File: config.mk
export PLATFORM = sky130hd
export DESIGN_NAME = clock_command_line_parser_unit
export DESIGN_NICKNAME = d
export VERILOG_FILES = /design/src/design/ccl_pkg.sv /design/src/design/clock_command_line_parser_unit.sv
export SDC_FILE = /design/constraint.sdc
export NUM_CORES = 1
export LEC_CHECK = 0
export ABC_CLOCK_PERIOD_IN_PS = 4350
export BUFFER_PORTS_ARGS = -buffer_cell sky130_fd_sc_hd__clkbuf_2
export CAP_MARGIN = 10
export CORE_ASPECT_RATIO = 1.25
export CORE_MARGIN = 2
export CORE_UTILIZATION = 40
export DETAILED_ROUTE_END_ITERATION = 6
export HOLD_SLACK_MARGIN = 0.1
export PLACE_DENSITY = 0.67
export SETUP_SLACK_MARGIN = 0.3
export SLEW_MARGIN = 10
export SYNTH_ARGS = -nofsm -noshare
export SYNTH_HDL_FRONTEND = slang
export SYNTH_SLANG_ARGS = --single-unit
export TNS_END_PERCENT = 10
File: constraint.sdc
create_clock -name clk_i -period 4.35 [get_ports clk_i]
set_clock_uncertainty 0.1 [all_clocks]
set_input_delay 0.2175 -clock clk_i [delete_from_list [all_inputs] [get_ports clk_i]]
set_output_delay 0.2175 -clock clk_i [all_outputs]
set_load 0.01 [all_outputs]
File: src/design/ccl_pkg.sv
package ccl_pkg;

  // Kept line positions; only these take part in classification
  localparam int unsigned HeadDepth = 16;
  localparam int unsigned HeadIdxW  = 4;

  // Result codes
  typedef enum logic [3:0] {
    RES_SETDATE_OK = 4'd0,
    RES_SETTIME_OK = 4'd1,
    RES_GETDATE    = 4'd2,
    RES_GETTIME    = 4'd3,
    RES_HELP       = 4'd4,
    RES_BAD_DIGITS = 4'd5,
    RES_DATE_RANGE = 4'd6,
    RES_TIME_RANGE = 4'd7,
    RES_UNKNOWN    = 4'd8
  } result_e;

  // Command words, first character in the top byte
  localparam logic [55:0] WORD_SETDATE = "setdate";
  localparam logic [55:0] WORD_SETTIME = "settime";
  localparam logic [55:0] WORD_GETDATE = "getdate";
  localparam logic [55:0] WORD_GETTIME = "gettime";
  localparam logic [31:0] WORD_HELP    = "help";

  localparam logic [7:0] CHAR_0 = 8'h30;
  localparam logic [7:0] CHAR_9 = 8'h39;

  localparam logic [7:0] LINE_END_RESET = 8'd10;

  localparam logic [6:0] HOURS_LIMIT   = 7'd24;
  localparam logic [6:0] MINUTES_LIMIT = 7'd60;

  function automatic logic is_digit(logic [7:0] b);
    return (b >= CHAR_0) && (b <= CHAR_9);
  endfunction

  // Two decimal digits to a value 0..99
  function automatic logic [6:0] pair_value(logic [7:0] hi, logic [7:0] lo);
    logic [6:0] h;
    logic [6:0] l;
    h = {3'd0, hi[3:0]};
    l = {3'd0, lo[3:0]};
    return (h << 3) + (h << 1) + l;
  endfunction

  // Month length for months 1..12, February at 29
  function automatic logic [6:0] month_days(logic [3:0] month);
    logic [6:0] d;
    unique case (month)
      4'd2:                   d = 7'd29;
      4'd4, 4'd6, 4'd9, 4'd11: d = 7'd30;
      default:                d = 7'd31;
    endcase
    return d;
  endfunction

endpackage

File: src/design/clock_command_line_parser_unit.sv
// Console command line parser.
// Slave stream: one received console byte per beat in s_axis_tdata_i[7:0].
// The first 16 bytes of a line are stored until the byte held in the line end register arrives
// (cfg_we_i/cfg_wdata_i, 10 after reset); that beat classifies the line and
// yields one result beat on the master stream, all other bytes yield none.
// Master stream: tdata carries line_result, then the three parsed two-digit
// values (day/month/year or hours/minutes/seconds), zero when not parsed.
// Timing: the edge that accepts the line end beat stores it in the line
// store and sets the pending flag; the output register is loaded from the
// classifier when it is free, so the result beat follows the line end beat.
// Throughput: one byte per cycle while s_axis_tready_o is high; the line end
// beat is registered and the classifier (five command word compares, digit
// conversion, range checks) sits between that register and the output register.
// Reset clears the line store, write position, pending line end and output valid.
// When the receiver stalls, the result waits in the output register and
// bytes keep flowing; once a second line end is accepted behind a stalled
// result, s_axis_tready_o drops until the output register is taken.
module clock_command_line_parser_unit #(
  parameter int unsigned LINE_CAPACITY = 128
) (
  input  logic        clk_i,
  input  logic        rst_ni,
  input  logic        cfg_we_i,
  input  logic [7:0]  cfg_wdata_i,
  // tdata: [7:0] rx_byte
  input  logic        s_axis_tvalid_i,
  output logic        s_axis_tready_o,
  input  logic [7:0]  s_axis_tdata_i,
  // tdata: [3:0] line_result, [10:4] first_value, [17:11] second_value,
  //        [24:18] third_value, [31:25] zero
  output logic        m_axis_tvalid_o,
  input  logic        m_axis_tready_i,
  output logic [31:0] m_axis_tdata_o
);

  localparam int unsigned PosW = $clog2(LINE_CAPACITY);
  localparam logic [PosW-1:0] PosLast = PosW'(LINE_CAPACITY - 1);

  logic [7:0]      line_end_q;
  logic [7:0]      head_q [ccl_pkg::HeadDepth];
  logic [PosW-1:0] pos_q;
  logic            pending_q;
  logic            out_valid_q;
  logic [31:0]     out_data_q;

  logic            in_fire;
  logic            is_end;
  logic            pos_in_head;
  logic [ccl_pkg::HeadIdxW-1:0] head_idx;
  logic            slot_free;
  logic            advance;

  // Stall input only while a classified line cannot move on
  assign slot_free       = !out_valid_q || m_axis_tready_i;
  assign advance         = pending_q && slot_free;
  assign s_axis_tready_o = !pending_q || slot_free;
  assign in_fire         = s_axis_tvalid_i && s_axis_tready_o;
  assign is_end          = (s_axis_tdata_i == line_end_q);
  assign pos_in_head     = (pos_q < PosW'(ccl_pkg::HeadDepth));
  assign head_idx        = pos_q[ccl_pkg::HeadIdxW-1:0];

  // Configuration register
  always_ff @(posedge clk_i or negedge rst_ni) begin
    if (!rst_ni) begin
      line_end_q <= ccl_pkg::LINE_END_RESET;
    end else if (cfg_we_i) begin
      line_end_q <= cfg_wdata_i;
    end
  end

  // Line store and write position: store each byte within the kept head positions, a zero on line end
  always_ff @(posedge clk_i or negedge rst_ni) begin
    if (!rst_ni) begin
      for (int i = 0; i < ccl_pkg::HeadDepth; i++) begin
        head_q[i] <= 8'd0;
      end
      pos_q     <= '0;
      pending_q <= 1'b0;
    end else begin
      if (in_fire) begin
        if (pos_in_head) begin
          head_q[head_idx] <= is_end ? 8'd0 : s_axis_tdata_i;
        end
        if (is_end) begin
          pos_q <= '0;
        end else if (pos_q < PosLast) begin
          pos_q <= pos_q + 1'b1;
        end
      end
      if (in_fire && is_end) begin
        pending_q <= 1'b1;
      end else if (advance) begin
        pending_q <= 1'b0;
      end
    end
  end

  // Classify the stored line
  logic        m_setdate, m_settime, m_getdate, m_gettime, m_help;
  logic        digits_ok;
  logic [6:0]  v1, v2, v3;
  logic        date_ok, time_ok;
  ccl_pkg::result_e res;
  logic [6:0]  o1, o2, o3;

  always_comb begin
    m_setdate = {head_q[0], head_q[1], head_q[2], head_q[3],
                 head_q[4], head_q[5], head_q[6]} == ccl_pkg::WORD_SETDATE;
    m_settime = {head_q[0], head_q[1], head_q[2], head_q[3],
                 head_q[4], head_q[5], head_q[6]} == ccl_pkg::WORD_SETTIME;
    m_getdate = {head_q[0], head_q[1], head_q[2], head_q[3],
                 head_q[4], head_q[5], head_q[6]} == ccl_pkg::WORD_GETDATE;
    m_gettime = {head_q[0], head_q[1], head_q[2], head_q[3],
                 head_q[4], head_q[5], head_q[6]} == ccl_pkg::WORD_GETTIME;
    m_help    = {head_q[0], head_q[1], head_q[2], head_q[3]} == ccl_pkg::WORD_HELP;

    digits_ok = ccl_pkg::is_digit(head_q[8])  && ccl_pkg::is_digit(head_q[9])  &&
                ccl_pkg::is_digit(head_q[11]) && ccl_pkg::is_digit(head_q[12]) &&
                ccl_pkg::is_digit(head_q[14]) && ccl_pkg::is_digit(head_q[15]);

    v1 = ccl_pkg::pair_value(head_q[8],  head_q[9]);
    v2 = ccl_pkg::pair_value(head_q[11], head_q[12]);
    v3 = ccl_pkg::pair_value(head_q[14], head_q[15]);

    date_ok = (v2 >= 7'd1) && (v2 <= 7'd12) && (v1 >= 7'd1) &&
              (v1 <= ccl_pkg::month_days(v2[3:0]));
    time_ok = (v1 < ccl_pkg::HOURS_LIMIT) && (v2 < ccl_pkg::MINUTES_LIMIT) &&
              (v3 < ccl_pkg::MINUTES_LIMIT);

    o1 = 7'd0;
    o2 = 7'd0;
    o3 = 7'd0;
    if (m_setdate || m_settime) begin
      if (!digits_ok) begin
        res = ccl_pkg::RES_BAD_DIGITS;
      end else begin
        o1 = v1;
        o2 = v2;
        o3 = v3;
        if (m_setdate) begin
          res = date_ok ? ccl_pkg::RES_SETDATE_OK : ccl_pkg::RES_DATE_RANGE;
        end else begin
          res = time_ok ? ccl_pkg::RES_SETTIME_OK : ccl_pkg::RES_TIME_RANGE;
        end
      end
    end else if (m_getdate) begin
      res = ccl_pkg::RES_GETDATE;
    end else if (m_gettime) begin
      res = ccl_pkg::RES_GETTIME;
    end else if (m_help) begin
      res = ccl_pkg::RES_HELP;
    end else begin
      res = ccl_pkg::RES_UNKNOWN;
    end
  end

  // Output register: load on advance, drop when taken
  always_ff @(posedge clk_i or negedge rst_ni) begin
    if (!rst_ni) begin
      out_valid_q <= 1'b0;
    end else if (advance) begin
      out_valid_q <= 1'b1;
    end else if (m_axis_tready_i) begin
      out_valid_q <= 1'b0;
    end
  end

  always_ff @(posedge clk_i) begin
    if (advance) begin
      out_data_q <= {7'd0, o3, o2, o1, res};
    end
  end

  assign m_axis_tvalid_o = out_valid_q;
  assign m_axis_tdata_o  = out_data_q;

endmodule

* After elaboration in Yosys (flattened, before gate mapping) *
Index checks and enable logic that the tools add are counted.

word-level totals
  register bits after elaboration = 170
  input bits = 21

operators by class
  $add $sub $neg = 7
  magnitude comparators = 23
  equality and inequality tests = 11
  muxes and demuxes = 19
  bitwise gates (word level) = 1
  reductions and logical operators = 32

operators with widths
  cell                    count
  $eq A56 B55 Y1 const B  4
  $bwmux W128             1
  $ge A8 B6 Y1 const B    6
  $le A8 B6 Y1 const B    6
  $demux W8 S4            1
  $eq A32 B31 Y1 const B  1
  $add A7 B4 Y7           3
  $add A7 B5 Y7           3
  $logic_and A1 B1 Y1     20
  $mux W4                 4
  $mux W8                 2
  $ge A7 B1 Y1 const B    2
  $lt A7 B5 Y1 const B    2
  $lt A7 B6 Y1 const B    2
  $mux W7                 2
  $mux W3                 4
  $eq A4 B3 Y1 const B    2
  $eq A4 B4 Y1 const B    2
  $eq A8 B8 Y1            1
  $add A7 B1 Y7 const B   1
  $le A7 B4 Y1 const B    1
  $le A7 B7 Y1            1
  $lt A7 B7 Y1 const B    1
  $reduce_and A2 Y1       3
  10 further kinds        18

* Depth between registers and ports, before layout *
Gate-level depths: netlist of run 1.

  depth after elaboration = 11
  gate-level depth with buffers = 15
  depth with buffers taken out = 15

* Least setup slack after synthesis of run 1 *
OpenSTA, ideal clock, no wires.

  path kind = register to register
  from = register head_q[27] (netlist bit)
  to = register out_data_q[2] (netlist: m_axis_tdata_o[2]), data pin
  library setup time = 0.255 ns
  arrival time = 3.279 ns
  required time = 3.995 ns
  slack = 0.716 ns
  cell stages (with the launch flop) = 13
  clock period less this slack = 3.634 ns
  cell sequence = dfrtp_1 -> fa_1 -> inv_1 -> fa_1 -> nor4bb_1 -> ha_1 -> nor2b_1 -> o2111ai_1 -> o21ai_0 -> or3_2 -> mux2i_1 -> nand3_1 -> a31o_1

on the way
  longest elaborated chain between the ends = 10
  elaborated cells on any way between the ends = 28
  classes of those cells = add/sub (1); order compare (6); eq/ne (5); mux (6); reduce/logical (10)

ends and longest elaborated chain
  item                                                 RTL line                               RTL
  from (decl)                                          clock_command_line_parser_unit.sv:40   logic [7:0] head_q [ccl_pkg::HeadDepth];
  from (signal, indexed assignment)                    clock_command_line_parser_unit.sv:82   head_q[head_idx] <= is_end ? 8'd0 : s_axis_tdata_i;
  $add A7 B4 Y7                                        ccl_pkg.sv:45                          return (h << 3) + (h << 1) + l;
  $eq A4 B3 Y1 / $eq A4 B4 Y1 (equally long branches)  ccl_pkg.sv:51                          unique case (month)
  $reduce_or A4 Y1                                     ccl_pkg.sv:51
  $pmux W2 S2                                          ccl_pkg.sv:51
  $le A7 B7 Y1                                         clock_command_line_parser_unit.sv:126  (v1 <= ccl_pkg::month_days(v2[3:0]));
  $logic_and A1 B1 Y1                                  clock_command_line_parser_unit.sv:125  date_ok = (v2 >= 7'd1) && (v2 <= 7'd12) && (v1 >= 7'd1) &&
  $mux W3                                              clock_command_line_parser_unit.sv:141  res = date_ok ? ccl_pkg::RES_SETDATE_OK : ccl_pkg::RES_DATE_RANGE;
  $mux W3                                              clock_command_line_parser_unit.sv:140  if (m_setdate) begin
  $mux W3 *                                            clock_command_line_parser_unit.sv:134  if (!digits_ok) begin
  $mux W4 *                                            clock_command_line_parser_unit.sv:133  if (m_setdate || m_settime) begin
  named net res[2]                                     clock_command_line_parser_unit.sv:103  ccl_pkg::result_e res;
  to (signal assigned)                                 clock_command_line_parser_unit.sv:170  out_data_q <= {7'd0, o3, o2, o1, res};
  to (decl)                                            clock_command_line_parser_unit.sv:44   logic [31:0] out_data_q;

Mark *: on every way through the listed nets, which the timed path passes. The rest lies on a longest branch.
A chain may end at the register's enable or synchronous reset.

* Final worst setup path of run 1 *
Ends and elaborated chain as after synthesis.

==> results of run 1 <==
[cells by family after synthesis]
kind of cell               synth area share (%)
and+or+nand+nor                            17.5
DFF                                        54.3
AOI/OAI and AO/OA                          7.56
muxes                                      8.55
buffers and inverters                      2.98
adders and majority gates                  6.57
xor gates and xnor gates                   2.51
other                                    0.0538
[power by group through the flow]
stage	sequential (W)	clock, W	combinational (W)
2_1_floorplan	0.00210	0	0.00135
3_3_place_gp	0.00219	0	0.00158
3_5_place_dp	0.00222	0	0.00166
4_1_cts	0.00220	0.00150	0.00171
5_1_grt	0.00227	0.00157	0.00197
6_report	0.00221	0.00149	0.00174
[synth_stat cells, types with 6 or more instances]
cell	count	share of area, %
xor2_1	15	1.9
inv_1	22	1.2
nor2_1	20	1.1
nor4_1	7	0.63
nand2_1	84	4.5
nand4_1	8	0.72
nand3_1	15	1.1
fa_1	6	1.7
edfxtp_1	25	11
o21ai_0	71	5.1
mux2_2	52	8.4
and2_1	10	0.90
and3_1	20	1.8
clkbuf_1	12	0.65
a21oi_1	9	0.65
dfrtp_1	119	43
ha_1	27	4.8
buf_4	7	0.75
nor3_1	6	0.43
[flip-flops by register name (all words and copies together) (netlist names)]
signal           cells
head_q             104
line_end_q           8
m_axis_tdata_o      25
m_axis_tvalid_o      1
pending_q            1
pos_q                7
[per-stage QoR]
stage               setup WS, ps  cell area, sq um  power [W]  utilization [%]
floorplan                    716              6990    0.00345                -
global placement             602              7390    0.00377             43.7
detailed placement           395              7390    0.00389             43.7
CTS                          361              8190    0.00542             48.5
global route                 305              8210    0.00581             48.6
finish                       486              8210    0.00544             48.6
[worst min path at each step]
stage	slack (ps)	from	to
final	170	s_axis_tdata_i[4]	pending_q
after global routing	200	s_axis_tdata_i[5]	pending_q
after CTS	160	s_axis_tdata_i[4]	pending_q
after detailed placement	350	cfg_wdata_i[6]	line_end_q[6]
after global placement	340	rst_ni	line_end_q[2]
after floorplan	-180	rst_ni	head_q[0]
[what timing repair did]
item | 4_1_cts | 5_1_grt
endpoints found under the setup margin | 0 | 2
hold buffers | 20 | 0
gates resized for setup | 0 | 3
hold endpoints to repair | 92 | 0
[layout by cell type (no fill, tap or decap), drive strengths merged, types with 4 or more instances in the layout]
master and count:
and3 20, nand3 15, nor4 8, edfxtp 25, nor2 24, clkinvlp 4
a21o 5, fa 6, xor2 15, nand2 86, xnor2 5, ha 27
dfrtp 119, a21oi 10, nand2b 4, clkbuf 67, o21ai 71, nand4 9
conb 7, inv 23, nor3 8, nor2b 5, and2 10, mux2 52
dlygate4sd3 20, clkinv 4
[worst reg2reg max path, delay by kind of cell, from the launching register on]
kind / cells / cell delay (ps)
buf+inv: 1 / 70
fa+ha+maj: 3 / 1480
mux: 1 / 180
simple gates: 4 / 870
compound gates: 3 / 510
flops: 1 / 420
[final cells by class]
type / instances / area (sq um)
Timing Repair Buffer: 68 / 445
Sequential cell: 146 / 3780
Clock buffer: 21 / 482
Inverter: 22 / 82.6
Multi-Input combinational cell: 420 / 3020
Tap cell: 220 / 275
Fill cell: 1510 / 8700
Clock inverter: 11 / 126
[layer usage]
metal	vias to the layer above	track usage, %	wire length (microns)
li1	2256	-	-
met1	2371	21.5	6500
met2	103	30.6	7670
met3	24	4.04	614
met4	0	6.84	346
met5	-	0	0
==> results.py, run 1 <==
metrics = {
    "status": {
        "status": "finished, final reports clean",
    },
    "critical_path": {
        "r2r_slack_ps": 490,
        "cp.required_ps": 4440,
        "path_class": "reg -> reg",
        "critPathLaunch": "head_q[27]",
        "cp-end-kind": "register",
        "reg2reg_depth": 12,
        "slowest_delay_ps": 630,
        "critPathTopFamily": "adder cells",
        "cp_max_fo": 6,
        "cp.depth": 12,
        "r2r_start": "head_q[27]",
        "crit_end": "m_axis_tdata_o[2]",
        "cp_cell_sequence": "fa_1 > inv_1 > fa_2 > nor4bb_4 > ha_1 > nor2b_1 > o2111ai_1 > o21ai_0 > or3_2 > mux2i_1 > nand3_1 > a31o_1",
        "reg2reg_to": "m_axis_tdata_o[2]",
        "cp_num_buf_inv": 1,
        "startpoint_type": "register",
        "slowest_stage": "fa_2",
        "crit_arrival_ps": 3950,
    },
    "finish": {
        "diodes": 0,
        "area_delta_synth_final_pct": 17.8,
        "drive_gt1_share_pct": 23.1,
        "num-nets-final": 729,
        "fin_cells": 908,
    },
    "logic_synthesis": {
        "synth_cell_types": 62,
        "ys.flop_type": "dfrtp_1",
        "ys_async_sr_fraction_pct": 82.9,
        "syn_area_sq_um": 6970,
        "synth_area_per_cell_sq_um": 11.5,
        "ys_seq_area_share_pct": 54.3,
        "ys_seq_elements": 146,
        "synth_cells": 606,
        "yosysWarnings": 0,
        "synth_edf_count": 25,
    },
    "floorplan": {
        "rows": 53,
        "die_h_microns": 152,
        "die_x_microns": 122,
        "dieArea_sq_um": 18500,
        "core_sq_um": 16900,
        "ios": 55,
        "initial_core_util_pct": 41.2,
    },
    "pwr": {
        "vdd_ir_drop_max_mv": 0.281,
        "swShare_pct": 34.0,
        "p_per_area_nw_per_um2": 663,
        "power.switching_w": 0.00185,
        "leakagePower_nw": 3.86,
        "clock_power_share_pct": 27.3,
        "seq_power_share_pct": 40.6,
        "p_int_w": 0.00359,
        "combPwrFrac_pct": 32.0,
    },
    "grt": {
        "overflow": 0,
        "track_usage_pct": 17.7,
        "grt_pass1_vias": 4825,
        "grt_pass1_wl_microns": 24400,
        "grt_max_degree": 85,
        "antenna_found_initial": 0,
    },
    "sta": {
        "setup_viol": 0,
        "worst_pin_slew_ps": 1080,
        "hold_viol_final": 0,
        "maxSlewHeadroom_pct": 28.1,
        "timing.final.crit_share_pct": 88.8,
        "finalSetupTns_ps": 0,
        "drv_slew": 0,
        "fin_hold_ws_ps": 167,
        "fmax_mhz": 259,
        "rsz0062_at_grt": "false",
        "fin_crit_ps": 3860,
    },
    "drt": {
        "detail_route.vias_per_cell": 5.24,
        "drc": 0,
        "drt_first_pass_iters": 5,
        "totalWireLength_microns": 15100,
        "antenna_left": 0,
        "num_vias": 4754,
        "drt_iter0_markers": 262,
        "avgRoutedWirePerCell_microns": 16.7,
    },
    "clock_tree": {
        "cts_buffers": 17,
        "cts_root_buf": "clkbuf_16",
        "cts_tree": "yes",
        "insertion_delay_ps": 440,
        "path_clk_slew_ps": 60,
        "clockBufferDepth": 2,
        "htree_levels": 4,
        "cts_setup_buffers": 0,
        "cts.sinks": 146,
    },
    "hold_path": {
        "hp-class": "in -> reg",
        "hold-path-cell-count": 5,
    },
    "placement": {
        "dpl.hpwl_microns": 10500,
        "portBuffers": 47,
        "dp_cells": 856,
        "gp_congestion": 0.825,
    },
    "job": {
        "maxCapViolCount": 0,
    },
}
(Power assumes the default switching activity.)
==> inputs of run 2 (changes only) <==
--- a/config.mk
+++ b/config.mk
@@ -11,6 +11,7 @@
 export CORE_ASPECT_RATIO = 1.25
 export CORE_MARGIN = 2
 export CORE_UTILIZATION = 40
+export CTS_BUF_LIST = sky130_fd_sc_hd__clkbuf_16
 export DETAILED_ROUTE_END_ITERATION = 6
 export HOLD_SLACK_MARGIN = 0.1
 export PLACE_DENSITY = 0.67
==> run 2 against run 1 <==
  * Sequential share of layout area increased by 0.11 points
  * Die area unchanged
  * Final cell count is the same
  * Worst setup slack worse by 2.5 ps
  * Total power shrank 0.81%
==> results.py, run 2 (same netlist as run 1, synthesis figures left out) <==
metrics = {
    "sta": {
        "rsz0062_at_grt": "false",
        "fmax_mhz": 259,
        "fin_crit_ps": 3870,
        "fin_ws_ps": 483,
        "setup_viol": 0,
        "drv_slew": 0,
        "maxSlewHeadroom_pct": 29.0,
        "finalSetupTns_ps": 0,
        "worst_pin_slew_ps": 1060,
        "hold_viol_final": 0,
        "timing.final.crit_share_pct": 88.9,
    },
    "critical_path": {
        "cp.required_ps": 4440,
        "cp_num_buf_inv": 1,
        "crit_arrival_ps": 3950,
        "slowest_delay_ps": 630,
        "startpoint_type": "register",
        "cp_max_fo": 6,
        "cp-end-kind": "register",
        "slowest_stage": "fa_2",
        "critPathTopFamily": "adder cells",
        "cp_cell_sequence": "fa_1 > inv_1 > fa_2 > nor4bb_4 > ha_1 > nor2b_1 > o2111ai_1 > o21ai_0 > or3_2 > mux2i_1 > nand3_1 > a31o_1",
        "path_class": "reg -> reg",
    },
    "pwr": {
        "clock_power_share_pct": 26.9,
        "swShare_pct": 34.2,
        "p_per_area_nw_per_um2": 659,
        "combPwrFrac_pct": 32.2,
        "vdd_ir_drop_max_mv": 0.272,
        "power.switching_w": 0.00184,
        "p_int_w": 0.00355,
        "seq_power_share_pct": 40.9,
        "leakagePower_nw": 3.86,
    },
    "finish": {
        "diodes": 0,
        "num-nets-final": 729,
        "fillerInstances": 1515,
        "drive_gt1_share_pct": 22.8,
        "top_register": "head_q",
        "multi_input_area_sq_um": 3020,
        "final_cell_mix": "dfrtp_1 (119), nand2_1 (84), o21ai_0 (71)",
        "largest_reg_flops": 104,
        "area_delta_synth_final_pct": 17.6,
        "regArea_sq_um": 3780,
        "layout_commonest_cell": "dfrtp_1",
    },
    "clock_tree": {
        "cts_tree": "yes",
        "htree_levels": 4,
        "cts_setup_buffers": 0,
        "insertion_delay_ps": 440,
        "cts.sinks": 146,
        "cts_root_buf": "clkbuf_16",
        "cts_buffers": 17,
        "clockBufferDepth": 2,
        "path_clk_slew_ps": 60,
    },
    "drt": {
        "antenna_left": 0,
        "num_vias": 4740,
        "avgRoutedWirePerCell_microns": 16.6,
        "drc": 0,
        "detail_route.vias_per_cell": 5.22,
        "drt_first_pass_iters": 4,
        "totalWireLength_microns": 15100,
        "drt_iter0_markers": 260,
    },
    "status": {
        "status": "finished, final reports clean",
    },
    "floorplan": {
        "rows": 53,
        "ios": 55,
        "die_h_microns": 152,
        "die_x_microns": 122,
        "initial_core_util_pct": 41.2,
        "core_sq_um": 16900,
        "dieArea_sq_um": 18500,
    },
    "placement": {
        "dp_slack_ps": 395,
        "dpl.hpwl_microns": 10500,
        "portBuffers": 47,
        "gp_congestion": 0.825,
    },
    "grt": {
        "overflow": 0,
        "grt_pass1_vias": 4798,
        "antenna_found_initial": 0,
        "grt_max_degree": 85,
        "grt_pass1_wl_microns": 24300,
        "track_usage_pct": 17.6,
    },
    "job": {
        "maxCapViolCount": 0,
    },
    "hold_path": {
        "hp-class": "in -> reg",
    },
}
## run 2: changes by cell type in the layout (fill, tap and decap cells not counted)
cell | previous run | this run
clkbuf_1 | 1 | 0
clkinv_1 | 0 | 2
inv_1 | 22 | 23
clkbuf_8 | 2 | 0
## run 2: worst paths after layout
path,start,to,slack [ps],depth (start not counted)
setup / recovery,head_q[27],m_axis_tdata_o[2],480,12
hold / removal,s_axis_tdata_i[4],pending_q,170,5
setup reg to reg,head_q[27],m_axis_tdata_o[2],480,12
hold reg to reg,head_q[52],head_q[52],370,2
max in group asynchronous,rst_ni,head_q[35],2630,3
min in group asynchronous,rst_ni,line_end_q[2],400,2
## run 2: what timing repair did
item,CTS,global route
endpoints found under the setup margin,0,2
gates resized for setup,0,3
hold buffers,20,0
endpoints found under the hold margin,92,0
## run 2: worst register-to-register path, stage by stage, from the launching register on
cell,delay (ps)
dfrtp_1,420
fa_1,570
inv_1,70
fa_2,630
nor4bb_4,220
ha_1,280
nor2b_1,130
o2111ai_1,180
o21ai_0,90
or3_2,420
mux2i_1,180
nand3_1,100
a31o_1,240
## run 2: area by class of cell
type / count / share of cell area, %
sequential: 146 / 46.2
clock inverter: 14 / 1.68
clock buffer: 18 / 5.50
timing repair buffer: 68 / 5.44
tap: 220 / 3.36
inverter: 22 / 1.01
multi-input combinational: 420 / 36.9
## run 2: per-stage QoR
| step | utilization [%] | hold slack [ps] | std cells | instance area [sq um] | power (W) |
|---|---|---|---|---|---|
| detailed placement | 43.7 | 355 | 856 | 7390 | 0.00389 |
| global route | 48.4 | 200 | 908 | 8190 | 0.00576 |
| finish | 48.4 | 167 | 908 | 8190 | 0.00540 |
| global placement | 43.7 | 344 | 856 | 7390 | 0.00377 |
| CTS | 48.3 | 158 | 908 | 8170 | 0.00538 |
| floorplan | - | -178 | 612 | 6990 | 0.00345 |
## run 2: power groups by stage
stage	Combinational, W	Sequential [W]	Clock, W
2_1_floorplan	0.00135	0.00210	0
3_3_place_gp	0.00158	0.00219	0
3_5_place_dp	0.00166	0.00222	0
4_1_cts	0.00171	0.00220	0.00147
5_1_grt	0.00197	0.00227	0.00152
6_report	0.00174	0.00221	0.00145
## run 2: layer usage
layer	vias up	global-route usage [%]	share of wire, %
li1	2255	-	-
met1	2345	21.5	42
met2	114	30.4	50
met3	26	4.04	5.1
met4	0	6.84	2.3
met5	-	0	0
==> inputs of run 3 (changes only) <==
--- a/config.mk
+++ b/config.mk
@@ -5,6 +5,7 @@
 export SDC_FILE = /design/constraint.sdc
 export NUM_CORES = 1
 export LEC_CHECK = 0
+export ABC_AREA = 1
 export ABC_CLOCK_PERIOD_IN_PS = 4350
 export BUFFER_PORTS_ARGS = -buffer_cell sky130_fd_sc_hd__clkbuf_2
 export CAP_MARGIN = 10
==> run 3 against run 2 <==
  * Die area grew 1.4%
  * Total power fell by 7.0%
  * Critical path depth is 2 higher
  * Sequential cell count unchanged
  * Critical path type unchanged
  * Utilization fell by 1.5 points
  * Global-route usage is 0.83 points lower
  * Clock power is essentially flat
  * Sequential power decreased by 3%
  * First-iteration DRC count shrank 4.6%
  * Maximum frequency is 17% higher
  * Count of clock-buffer cells in the layout grew 1
  * Final area fell by 0.43%
  * Critical endpoint is now m_axis_tdata_o[1]
==> results.py, run 3 <==
metrics = {
    "finish": {
        "fin_cells": 1074,
        "diodes": 0,
        "fin_util_pct": 47.0,
        "final_cell_mix": "nand2_1 (182), dfrtp_1 (119), o21ai_0 (111)",
        "top_register": "head_q",
        "layout_commonest_cell": "nand2_1",
        "area_delta_synth_final_pct": 15.4,
        "largest_reg_flops": 104,
        "drive_gt1_share_pct": 12.1,
        "fillerInstances": 1645,
        "num-nets-final": 891,
    },
    "clock_tree": {
        "cts_tree": "yes",
        "cts.sinks": 146,
        "cts_root_buf": "clkbuf_16",
        "insertion_delay_ps": 420,
        "cts_buffers": 17,
        "path_clk_slew_ps": 60,
        "cts_setup_buffers": 0,
        "clockBufferDepth": 2,
        "htree_levels": 4,
    },
    "sta": {
        "timing.final.crit_share_pct": 75.8,
        "worst_pin_slew_ps": 896,
        "finalSetupTns_ps": 0,
        "drv_slew": 0,
        "fmax_mhz": 303,
        "rsz0062_at_grt": "false",
        "hold_viol_final": 0,
        "fin_ws_ps": 1050,
        "maxSlewHeadroom_pct": 40.3,
        "fin_crit_ps": 3300,
        "setup_viol": 0,
    },
    "logic_synthesis": {
        "synth_top_cells_by_count": "nand2_1 (182), dfrtp_1 (119), o21ai_0 (111), nor2_1 (79), inv_1 (76)",
        "synth_edf_count": 25,
        "ys_seq_area_share_pct": 53.5,
        "yosys-top-cells-area": "dfrtp_1 (42%), edfxtp_1 (11%), nand2_1 (9.7%)",
        "syn_area_sq_um": 7070,
        "synth_cells": 781,
        "ys_seq_elements": 146,
        "ys_async_sr_fraction_pct": 82.9,
        "yosysWarnings": 0,
        "yosysMostFrequentCell": "nand2_1",
        "yosys.area.top_type": "dfrtp_1",
        "synth_area_per_cell_sq_um": 9.05,
        "ys.flop_type": "dfrtp_1",
        "synth_cell_types": 35,
        "yosysTopAreaCellShare_pct": 42.1,
    },
    "floorplan": {
        "die_x_microns": 123,
        "rows": 54,
        "initial_core_util_pct": 40.7,
        "die_h_microns": 153,
        "dieArea_sq_um": 18800,
        "core_sq_um": 17400,
        "ios": 55,
    },
    "drt": {
        "num_vias": 5168,
        "detail_route.vias_per_cell": 4.81,
        "antenna_left": 0,
        "drt_first_pass_iters": 5,
        "drt_iter0_markers": 248,
        "drc": 0,
        "totalWireLength_microns": 14300,
        "avgRoutedWirePerCell_microns": 13.3,
    },
    "pwr": {
        "leakagePower_nw": 3.93,
        "swShare_pct": 34.8,
        "combPwrFrac_pct": 29.0,
        "p_per_area_nw_per_um2": 616,
        "power.switching_w": 0.00175,
        "p_int_w": 0.00327,
        "power_w": 0.00502,
        "clock_power_share_pct": 28.3,
        "vdd_ir_drop_max_mv": 0.222,
        "seq_power_share_pct": 42.7,
    },
    "hold_path": {
        "hp-class": "in -> reg",
    },
    "status": {
        "status": "finished, final reports clean",
    },
    "placement": {
        "portBuffers": 47,
        "dp_cells": 1027,
        "gp_congestion": 0.862,
        "dp_slack_ps": 1050,
        "dpl.hpwl_microns": 9680,
    },
    "critical_path": {
        "cp_max_fo": 5,
        "cp-end-kind": "register",
        "cp.required_ps": 4430,
        "startpoint_type": "register",
        "crit_arrival_ps": 3370,
        "path_class": "reg -> reg",
    },
    "grt": {
        "antenna_found_initial": 0,
        "grt_pass1_vias": 5043,
        "grt_max_degree": 48,
        "track_usage_pct": 16.8,
        "overflow": 0,
        "grt_pass1_wl_microns": 24300,
    },
    "job": {
        "maxCapViolCount": 0,
    },
}
## run 3: layer usage
metal	GRT usage, %	share of wire, %	up-vias
li1	-	-	2636
met1	20.6	44	2427
met3	3.63	3.5	16
met5	0	0	-
met2	28.2	51	89
met4	7.12	1.6	0
## run 3: cell type report
type	instances	area, sq um	share of cell area (%)
inverter	76	285	3.50
clock inverter	13	106	1.30
multi-input combinational	531	2820	34.5
timing repair buffer	65	410	5.03
sequential	146	3780	46.4
clock buffer	19	475	5.83
tap	224	280	3.44
## run 3: final timing paths
kind / cells after the start / slack (ps) / from / endpoint
setup / recovery: 14 / 1050 / head_q[27] / m_axis_tdata_o[1]
hold reg to reg: 2 / 380 / head_q[37] / head_q[37]
min in group asynchronous: 2 / 220 / rst_ni / head_q[58]
hold / removal: 2 / 110 / cfg_we_i / line_end_q[1]
max in group asynchronous: 3 / 2940 / rst_ni / head_q[103]
setup reg to reg: 14 / 1050 / head_q[27] / m_axis_tdata_o[1]
## run 3: what timing repair did
| action | in CTS | in global routing |
|---|---|---|
| hold buffers | 15 | 0 |
| gates resized for setup | 0 | 0 |
| endpoints found under the hold margin | 49 | 0 |
## run 3: power groups by stage
stage | clock (W) | sequential (W) | combinational [W]
6_report | 0.00142 | 0.00214 | 0.00146
5_1_grt | 0.00150 | 0.00221 | 0.00173
4_1_cts | 0.00144 | 0.00214 | 0.00148
3_5_place_dp | 0 | 0.00216 | 0.00144
3_3_place_gp | 0 | 0.00215 | 0.00140
2_1_floorplan | 0 | 0.00209 | 0.00117
## run 3: critical path, stage by stage (launching register included)
cell     delay, ps
dfrtp_1        410
fa_1           570
inv_1           60
fa_1           640
inv_1           80
nor4_1         270
ha_1           300
inv_1           50
nor2_1          30
o21ai_0        130
nand3_1        100
nand2_1         80
nand4_1        100
nand2_1         80
nand2_1         50
## run 3: logic make-up (layout without fill, tap and decap cells)
| group | Yosys count | count (layout) | share of synthesized area, % |
|---|---|---|---|
| other | 1 | 7 | 0.0531 |
| DFF | 146 | 146 | 53.5 |
| xor gates and xnor gates | 15 | 15 | 1.86 |
| AOI/OAI and AO/OA | 131 | 131 | 9.31 |
| muxes | 8 | 8 | 1.27 |
| adders and majority gates | 33 | 33 | 6.48 |
| buffers and inverters | 110 | 173 | 6.99 |
| and+or+nand+nor | 337 | 337 | 20.5 |
## run 3: through the flow
| stage | area [sq um] | hold WS (ps) |
|---|---|---|
| 2_1_floorplan | 7090 | -178 |
| 3_3_place_gp | 7420 | 124 |
| 3_5_place_dp | 7420 | 130 |
| 4_1_cts | 8160 | 100 |
| 5_1_grt | 8160 | 110 |
| 6_report | 8160 | 112 |
